[src/design/enfa_pkg.sv]
// enfa_pkg: shared types and codes for the epsilon-nfa step core
// holds the command and result words, function codes and sequencer states
// no dependencies
`default_nettype none

package enfa_pkg;

   localparam logic [1:0] FUNC_WRITE = 2'd0;
   localparam logic [1:0] FUNC_START = 2'd1;
   localparam logic [1:0] FUNC_STEP  = 2'd2;

   typedef struct packed {
      logic [1:0]  func;
      logic [3:0]  from_state;
      logic [3:0]  symbol;
      logic        is_epsilon;
      logic [15:0] target_set;
   } enfa_cmd_type;

   typedef struct packed {
      logic        valid;
      logic [15:0] state_set;
   } enfa_res_type;

   typedef enum logic [2:0] {
      ST_CLEAR,
      ST_IDLE,
      ST_WR_RD,
      ST_WR_WR,
      ST_CLOS_A,
      ST_MOVE,
      ST_CLOS_B,
      ST_FINISH
   } enfa_state_type;

endpackage

`default_nettype wire

[src/design/enfa_table.sv]
// enfa_table: transition table storage, one write port and one read port
// read data is registered; no dependencies
`default_nettype none

module enfa_table #(
   parameter int DEPTH = 272,
   parameter int AW    = 9,
   parameter int DW    = 16
) (
   input  wire logic          clock,
   input  wire logic          we,
   input  wire logic [AW-1:0] waddr,
   input  wire logic [DW-1:0] wdata,
   input  wire logic [AW-1:0] raddr,
   output logic      [DW-1:0] rdata
);

   logic [DW-1:0] mem [DEPTH];
   logic [DW-1:0] rdata_ff;

   always_ff @(posedge clock) begin
      if (we) begin
         mem[waddr] <= wdata;
      end
      rdata_ff <= mem[raddr];
   end

   assign rdata = rdata_ff;

endmodule

`default_nettype wire

[src/design/enfa_engine.sv]
// enfa_engine: sequencer for table writes, epsilon closures and symbol moves
// owns the transition table (enfa_table) and the current state set; uses enfa_pkg
`default_nettype none

module enfa_engine #(
   parameter int NUM_STATES  = 16,
   parameter int NUM_SYMBOLS = 16
) (
   input  wire logic                  clock,
   input  wire logic                  reset,
   input  wire logic                  cmd_valid,
   input  wire enfa_pkg::enfa_cmd_type cmd,
   input  wire logic [3:0]            init_state,
   input  wire logic                  rsp_free,
   output logic                       ready,
   output enfa_pkg::enfa_res_type     res
);

   localparam int ROW_COUNT = NUM_SYMBOLS + 1;
   localparam int EPS_ROW   = NUM_SYMBOLS;
   localparam int DEPTH     = NUM_STATES * ROW_COUNT;
   localparam int AW        = $clog2(DEPTH);
   localparam int SW        = $clog2(NUM_STATES);
   localparam int RW        = $clog2(ROW_COUNT);
   localparam int NS        = NUM_STATES;

   enfa_pkg::enfa_state_type state_ff, state_in;

   logic [NS-1:0] set_ff, set_in;
   logic [NS-1:0] done_ff, done_in;
   logic [NS-1:0] acc_ff, acc_in;
   logic [NS-1:0] cur_ff, cur_in;
   logic [NS-1:0] tgt_ff, tgt_in;
   logic [SW-1:0] scan_ff, scan_in;
   logic [SW-1:0] from_ff, from_in;
   logic [RW-1:0] row_ff, row_in;
   logic [AW-1:0] clr_ff, clr_in;
   logic          pend_ff, pend_in;

   logic          mem_we;
   logic [AW-1:0] mem_waddr;
   logic [NS-1:0] mem_wdata;
   logic [AW-1:0] mem_raddr;
   logic [NS-1:0] mem_rdata;

   logic          wr_ok;
   logic          sym_ok;
   logic          init_ok;
   logic          issue;
   logic          fin;
   logic          clr_last;
   logic [NS-1:0] rd_or;
   logic [RW-1:0] scan_row;
   logic [AW-1:0] scan_addr;
   logic [AW-1:0] wr_addr;
   logic [SW-1:0] scan_next;

   enfa_table #(
      .DEPTH (DEPTH),
      .AW    (AW),
      .DW    (NS)
   ) u_table (
      .clock (clock),
      .we    (mem_we),
      .waddr (mem_waddr),
      .wdata (mem_wdata),
      .raddr (mem_raddr),
      .rdata (mem_rdata)
   );

   assign wr_ok    = (32'(cmd.from_state) < NUM_STATES) &&
                     (cmd.is_epsilon || (32'(cmd.symbol) < NUM_SYMBOLS));
   assign sym_ok   = 32'(cmd.symbol) < NUM_SYMBOLS;
   assign init_ok  = 32'(init_state) < NUM_STATES;
   assign issue    = set_ff[scan_ff] & ~done_ff[scan_ff];
   assign fin      = !pend_ff && ((set_ff & ~done_ff) == '0);
   assign clr_last = clr_ff == AW'(DEPTH - 1);
   assign rd_or    = pend_ff ? mem_rdata : '0;
   assign scan_row = (state_ff == enfa_pkg::ST_MOVE) ? row_ff : RW'(EPS_ROW);
   assign scan_addr = AW'(scan_ff) * AW'(ROW_COUNT) + AW'(scan_row);
   assign wr_addr   = AW'(from_ff) * AW'(ROW_COUNT) + AW'(row_ff);
   assign scan_next = (scan_ff == SW'(NUM_STATES - 1)) ? '0 : scan_ff + 1'b1;
   assign ready     = state_ff == enfa_pkg::ST_IDLE;

   // next state
   always_comb begin
      state_in = state_ff;
      unique case (state_ff)
         enfa_pkg::ST_CLEAR: begin
            if (clr_last) begin
               state_in = enfa_pkg::ST_IDLE;
            end
         end
         enfa_pkg::ST_IDLE: begin
            if (cmd_valid) begin
               unique case (cmd.func)
                  enfa_pkg::FUNC_WRITE: begin
                     state_in = wr_ok ? enfa_pkg::ST_WR_RD : enfa_pkg::ST_IDLE;
                  end
                  enfa_pkg::FUNC_START: begin
                     state_in = enfa_pkg::ST_CLOS_B;
                  end
                  enfa_pkg::FUNC_STEP: begin
                     state_in = sym_ok ? enfa_pkg::ST_CLOS_A : enfa_pkg::ST_CLOS_B;
                  end
                  default: begin
                     state_in = enfa_pkg::ST_IDLE;
                  end
               endcase
            end
         end
         enfa_pkg::ST_WR_RD: begin
            state_in = enfa_pkg::ST_WR_WR;
         end
         enfa_pkg::ST_WR_WR: begin
            state_in = enfa_pkg::ST_IDLE;
         end
         enfa_pkg::ST_CLOS_A: begin
            if (fin) begin
               state_in = enfa_pkg::ST_MOVE;
            end
         end
         enfa_pkg::ST_MOVE: begin
            if (fin) begin
               state_in = enfa_pkg::ST_CLOS_B;
            end
         end
         enfa_pkg::ST_CLOS_B: begin
            if (fin) begin
               state_in = enfa_pkg::ST_FINISH;
            end
         end
         enfa_pkg::ST_FINISH: begin
            if (rsp_free) begin
               state_in = enfa_pkg::ST_IDLE;
            end
         end
         default: begin
            state_in = enfa_pkg::ST_IDLE;
         end
      endcase
   end

   // datapath and memory control
   always_comb begin
      set_in    = set_ff;
      done_in   = done_ff;
      acc_in    = acc_ff;
      cur_in    = cur_ff;
      tgt_in    = tgt_ff;
      scan_in   = scan_ff;
      from_in   = from_ff;
      row_in    = row_ff;
      clr_in    = clr_ff;
      pend_in   = 1'b0;
      mem_we    = 1'b0;
      mem_waddr = wr_addr;
      mem_wdata = mem_rdata | tgt_ff;
      mem_raddr = scan_addr;
      res.valid     = 1'b0;
      res.state_set = 16'(set_ff);

      unique case (state_ff) inside
         enfa_pkg::ST_CLEAR: begin
            mem_we    = 1'b1;
            mem_waddr = clr_ff;
            mem_wdata = '0;
            clr_in    = clr_ff + 1'b1;
         end
         enfa_pkg::ST_IDLE: begin
            done_in = '0;
            scan_in = '0;
            if (cmd_valid) begin
               unique case (cmd.func)
                  enfa_pkg::FUNC_WRITE: begin
                     from_in = SW'(cmd.from_state);
                     row_in  = cmd.is_epsilon ? RW'(EPS_ROW) : RW'(cmd.symbol);
                     tgt_in  = NS'(cmd.target_set);
                  end
                  enfa_pkg::FUNC_START: begin
                     set_in = init_ok ? (NS'(1) << init_state) : '0;
                  end
                  enfa_pkg::FUNC_STEP: begin
                     set_in = sym_ok ? cur_ff : '0;
                     row_in = RW'(cmd.symbol);
                  end
                  default: begin
                     set_in = set_ff;
                  end
               endcase
            end
         end
         enfa_pkg::ST_WR_RD: begin
            mem_raddr = wr_addr;
         end
         enfa_pkg::ST_WR_WR: begin
            mem_we = 1'b1;
         end
         enfa_pkg::ST_CLOS_A, enfa_pkg::ST_CLOS_B: begin
            set_in  = set_ff | rd_or;
            pend_in = issue;
            scan_in = scan_next;
            if (issue) begin
               done_in[scan_ff] = 1'b1;
            end
            if (fin) begin
               done_in = '0;
               scan_in = '0;
               acc_in  = '0;
               if (state_ff == enfa_pkg::ST_CLOS_B) begin
                  cur_in = set_ff;
               end
            end
         end
         enfa_pkg::ST_MOVE: begin
            acc_in  = acc_ff | rd_or;
            pend_in = issue;
            scan_in = scan_next;
            if (issue) begin
               done_in[scan_ff] = 1'b1;
            end
            if (fin) begin
               set_in  = acc_ff;
               done_in = '0;
               scan_in = '0;
            end
         end
         enfa_pkg::ST_FINISH: begin
            res.valid = rsp_free;
         end
         default: begin
            pend_in = 1'b0;
         end
      endcase
   end

   always_ff @(posedge clock) begin
      if (reset) begin
         state_ff <= enfa_pkg::ST_CLEAR;
         clr_ff   <= '0;
         cur_ff   <= '0;
         pend_ff  <= 1'b0;
      end else begin
         state_ff <= state_in;
         clr_ff   <= clr_in;
         cur_ff   <= cur_in;
         pend_ff  <= pend_in;
      end
   end

   always_ff @(posedge clock) begin
      set_ff  <= set_in;
      done_ff <= done_in;
      acc_ff  <= acc_in;
      tgt_ff  <= tgt_in;
      scan_ff <= scan_in;
      from_ff <= from_in;
      row_ff  <= row_in;
   end

endmodule

`default_nettype wire

[src/design/epsilon_nfa_step_core.sv]
// epsilon_nfa_step_core: top level of the epsilon-nfa simulation block
// holds the start-state register and the result word register; uses enfa_pkg, enfa_engine
//
//   port group   dir   handshake          payload
//   req_*        in    req_valid/stall    func, from_state, symbol, is_epsilon, target_set
//   rsp_*        out   rsp_valid/stall    state_set
//   csr_*        in    csr_write_enable   csr_write_data (initial state)
//
// a table write goes through accept, table read and merged write back.
// a closure visits each new member once, one state slot and one table read per cycle.
// a start is one closure; a step with a valid symbol is two closures around a symbol pass.
// reset clears the table one entry per cycle and holds req_stall until it is done;
// a finished word waits in the output register, and the core holds only while it is stalled.
`default_nettype none

module epsilon_nfa_step_core #(
   parameter int NUM_STATES  = 16,
   parameter int NUM_SYMBOLS = 16
) (
   input  wire logic        clock,
   input  wire logic        reset,
   input  wire logic        req_valid,
   output logic             req_stall,
   input  wire logic [1:0]  req_func,
   input  wire logic [3:0]  req_from_state,
   input  wire logic [3:0]  req_symbol,
   input  wire logic        req_is_epsilon,
   input  wire logic [15:0] req_target_set,
   output logic             rsp_valid,
   input  wire logic        rsp_stall,
   output logic [15:0]      rsp_state_set,
   input  wire logic        csr_write_enable,
   input  wire logic [3:0]  csr_write_data
);

   logic [3:0]  init_ff, init_in;
   logic        rsp_valid_ff, rsp_valid_in;
   logic [15:0] rsp_set_ff, rsp_set_in;

   logic                   eng_ready;
   logic                   rsp_free;
   enfa_pkg::enfa_cmd_type cmd;
   enfa_pkg::enfa_res_type res;

   assign cmd.func       = req_func;
   assign cmd.from_state = req_from_state;
   assign cmd.symbol     = req_symbol;
   assign cmd.is_epsilon = req_is_epsilon;
   assign cmd.target_set = req_target_set;

   assign rsp_free  = !rsp_valid_ff || !rsp_stall;
   assign req_stall = !eng_ready;

   enfa_engine #(
      .NUM_STATES  (NUM_STATES),
      .NUM_SYMBOLS (NUM_SYMBOLS)
   ) u_engine (
      .clock      (clock),
      .reset      (reset),
      .cmd_valid  (req_valid),
      .cmd        (cmd),
      .init_state (init_ff),
      .rsp_free   (rsp_free),
      .ready      (eng_ready),
      .res        (res)
   );

   always_comb begin
      init_in      = csr_write_enable ? csr_write_data : init_ff;
      rsp_valid_in = rsp_valid_ff && rsp_stall;
      rsp_set_in   = rsp_set_ff;
      if (res.valid) begin
         rsp_valid_in = 1'b1;
         rsp_set_in   = res.state_set;
      end
   end

   always_ff @(posedge clock) begin
      if (reset) begin
         init_ff      <= '0;
         rsp_valid_ff <= 1'b0;
      end else begin
         init_ff      <= init_in;
         rsp_valid_ff <= rsp_valid_in;
      end
   end

   always_ff @(posedge clock) begin
      rsp_set_ff <= rsp_set_in;
   end

   assign rsp_valid     = rsp_valid_ff;
   assign rsp_state_set = rsp_set_ff;

endmodule

`default_nettype wire
[config.mk]
export PLATFORM = sky130hd
export DESIGN_NAME = epsilon_nfa_step_core
export DESIGN_NICKNAME = d
export VERILOG_FILES = /design/src/design/enfa_pkg.sv /design/src/design/enfa_table.sv /design/src/design/enfa_engine.sv /design/src/design/epsilon_nfa_step_core.sv
export SDC_FILE = /design/constraint.sdc
export NUM_CORES = 2
export LEC_CHECK = 0
export ABC_CLOCK_PERIOD_IN_PS = 20900
export BUFFER_PORTS_ARGS = -buffer_cell sky130_fd_sc_hd__buf_2
export CAP_MARGIN = 20
export CELL_PAD_IN_SITES_DETAIL_PLACEMENT = 0
export CELL_PAD_IN_SITES_GLOBAL_PLACEMENT = 2
export CORE_UTILIZATION = 30
export DETAILED_ROUTE_END_ITERATION = 12
export PLACE_DENSITY_LB_ADDON = 0.1
export REMOVE_ABC_BUFFERS = 1
export SKIP_LAST_GASP = 1
export SYNTH_ARGS = -nofsm -noshare
export SYNTH_HDL_FRONTEND = slang
export SYNTH_HIERARCHICAL = 1
export SYNTH_MEMORY_MAX_BITS = 65536
export SYNTH_SLANG_ARGS = --single-unit
[constraint.sdc]
create_clock -name clock -period 20.9 [get_ports clock]
set_clock_uncertainty 0.1 [all_clocks]
set_input_delay 1.045 -clock clock [delete_from_list [all_inputs] [get_ports clock]]
set_output_delay 1.045 -clock clock [all_outputs]
set_load 0.03 [all_outputs]
==> impl_metrics.yaml <==
logic_synthesis:
  yosys_warnings: 6
  post-synth-top-area-cell: "edfxtp_1"
  synth_seq_area_share: 0.773
  synth_cell_types: 71
  synthesis.area_mm2: 0.174
  synth_top_area_frac: 0.767
  synth_edf_count: 4445
  synth-main-ff-cell: "edfxtp_1"
  async_reset_ff_frac: 0
  synthCells: 8401
  syn_area_per_cell_um2: 20.7
  synth_area_leaders: "edfxtp_1 (77%), mux4_2 (11%), mux2i_1 (3.6%)"
  ys_ff_latch: 4495
placed_design:
  hpwl_mm: 341
  placed_area_mm2: 0.186
  numPortBuffers: 53
  globalplace.congestion: 0.758
  dp_cells: 16176
grt:
  grt-ovfl-total: 0
  antenna_found_initial: 59
  grt_pass1_vias: 88985
  grt_max_degree: 193
  grt_util_all_layers: 0.190
  grt_first_pass_wirelength_mm: 770
power_and_ir_drop:
  total_power_mw: 29.0
  clkPwrFrac: 0.310
  pwr-share-comb: 0.287
  pwr_density_cell_mw_per_mm2: 142
  max-vdd-ir-drop_mv: 0.130
  internal-power_mw: 19.1
  p_leak_nw: 64.5
  p_seq_frac: 0.403
  p_switching_mw: 9.90
  swShare: 0.342
die:
  dieArea_mm2: 0.583
  io_pins: 54
  coreArea_mm2: 0.577
  start_util: 0.301
  die_width_um: 763
  rows: 279
  fp.dieH_um: 763
clock_tree:
  cts_htree_levels: 6
  cts_resized: 0
  cts_max_path_buffers: 4
  clockRootBuffer: "clkbuf_16"
  path_clk_slew_ns: 0.06
  cts.sinks: 4495
  cts_buffers: 532
  cts_tree: "done"
  insertion_delay_ns: 1.08
outcome:
  status: "finished with violations"
  violations: "design-rule violations"
setup_path:
  reg2reg_slack_ns: 12.25
  worst-path-max-fanout: 96
  r2r-end: "u_engine/u_table/rdata[12]"
  cp.arrival_ns: 9.44
  criticalPathCategory: "flop to flop"
  critPathLaunchType: "flop"
  r2r_cells: 17
  r2r-start: "u_engine/state_ff[0]"
  crit_path_start: "u_engine/state_ff[0]"
  critPathCaptureType: "flop"
  required_ns: 21.69
routing:
  num_vias: 87840
  drt_iter0_drc: 9332
  met1Wirelength_mm: 259
  ant_nets: 0
  routed_wirelength_mm: 566
  drt_drc_violations_left: 27
  drt_pass1_iterations: 11
  wl_met3_mm: 30.3
  maxUsedRoutingLayer: "met5"
  drt-vias-per-instance: 5.12
  wl_met2_mm: 265
  post_drt_wl_per_cell_um: 33.0
finish:
  final_cells: 17163
  final_nets: 9082
  drive_above_1_share: 0.248
  area.growth.synth_to_final_pct: 17.0
  n_fill_cell: 53660
  layout_common_cells: "edfxtp_1 (4445), mux4_2 (839), mux2i_1 (628)"
  final_area_mm2: 0.203
  final_common_cell: "edfxtp_1"
worst_hold_path:
  hp-class: "primary input to flop"
  whs_endpoint: "u_engine/tgt_ff[11]"
  hold_depth: 1
  min_from: "req_target_set[11]"
sta:
  rsz0062_at_grt: "no"
  timing.setup.tns_ns: 0
  finalSetupViolCount: 0
  min_period_ns: 8.65
  min_period_over_period: 0.414
  tightest_slew_ns: 1.20
  slew_viol_final: 0
  hold_viol: 0
  slew_headroom: 0.191
  fmax_ghz: 0.116
  whs_ns: 0.113
flow_run:
  maxCapViolations: 0
==> cell families after synthesis <==
kind of cell / after synthesis / synth area share
compound gates: 970 / 0.0393
buf+inv: 526 / 0.0155
simple gates: 886 / 0.0234
xor+xnor: 14 / 0.000705
flops: 4495 / 0.773
fa+ha+maj: 31 / 0.00232
mux: 1479 / 0.146
==> power groups by stage <==
stage                     Sequential (mW)  Clock (mW)  Combinational [mW]
after floorplan                      12.2           0                8.48
after global placement               11.8           0                8.43
after detailed placement             11.9           0                8.54
after CTS                            11.7        9.24                8.55
after global routing                 11.7        9.55                8.80
final                                11.7        8.99                8.31
==> cells in the mapped netlist, types with 60 or more instances <==
cell and n:
edfxtp_1 4445, mux4_2 839, mux2i_1 628, nor2_1 404, clkbuf_1 260, a22oi_1 249
a21oi_1 194, nand2_1 133, o22ai_1 124, nor3_1 91, buf_2 76, o221ai_1 73
nand3_1 71, buf_4 69, nand2b_1 61, a211oi_1 60
==> registers in the layout, indices dropped and copies added (netlist names) <==
register,flops
u_engine/cur_ff,16
u_engine/scan_ff,4
u_engine/pend_ff,1
u_engine/from_ff,4
u_engine/u_table/rdata,16
init_ff,4
u_engine/state_ff,3
u_engine/set_ff,16
u_engine/row_ff,5
rsp_state_set,16
u_engine/clr_ff,9
rsp_valid,1
u_engine/done_ff,16
u_engine/tgt_ff,16
u_engine/u_table/mem,4352
u_engine/acc_ff,16
==> critical path: stages (launching register included) <==
cell and delay, ns:
dfxtp_1 0.62, inv_1 0.45, nor2_1 0.43, and3_1 0.22, ha_1 0.13, nand2_1 0.08
nand2_4 0.46, buf_12 0.56, buf_4 0.71, buf_12 0.62, buf_4 0.74, buf_4 0.73
mux2i_1 0.31, a22oi_1 0.10, nand3_1 0.31, a41oi_1 0.18, nor4_1 0.93, a32oi_1 0.22
==> worst max path at each step <==
stage / end / slack [ns] / cells after the start
after floorplan: u_engine/u_table/rdata[0] / -34.46 / 11
after CTS: u_engine/u_table/rdata[6] / 11.99 / 17
final: u_engine/u_table/rdata[12] / 12.25 / 17
after global placement: u_engine/u_table/rdata[14] / 11.41 / 17
after global routing: u_engine/u_table/rdata[4] / 11.63 / 17
after detailed placement: u_engine/u_table/rdata[2] / 12.00 / 16
==> through the flow <==
stage	setup WS (ns)	util
2_1_floorplan	-34.46	-
3_3_place_gp	11.41	0.322
3_5_place_dp	12.00	0.323
4_1_cts	11.99	0.352
5_1_grt	11.63	0.352
6_report	12.25	0.352
==> metal layers <==
| metal | GRT usage | vias up |
|---|---|---|
| met5 | 0 | - |
| met4 | 0.0363 | 2 |
| met3 | 0.0276 | 607 |
| met2 | 0.305 | 2522 |
| met1 | 0.276 | 48238 |
| li1 | - | 36471 |
==> final cells by class <==
| class | count | area [µm²] | area share |
|---|---|---|---|
| antenna | 17 | 42.5 | 0.000209 |
| clock buffer | 669 | 14100 | 0.0695 |
| clock inverter | 269 | 2580 | 0.0127 |
| inverter | 24 | 97.6 | 0.000480 |
| multi-input combinational | 3380 | 37500 | 0.184 |
| sequential | 4495 | 134000 | 0.661 |
| tap | 7727 | 9670 | 0.0475 |
| timing repair buffer | 582 | 4910 | 0.0242 |
==> what timing repair did <==
action                                 CTS  global route
endpoints found under the hold margin   16             0
setup buffers                            0             0
hold buffers                            16             0
No activity file was read; power rests on OpenSTA's default activity.
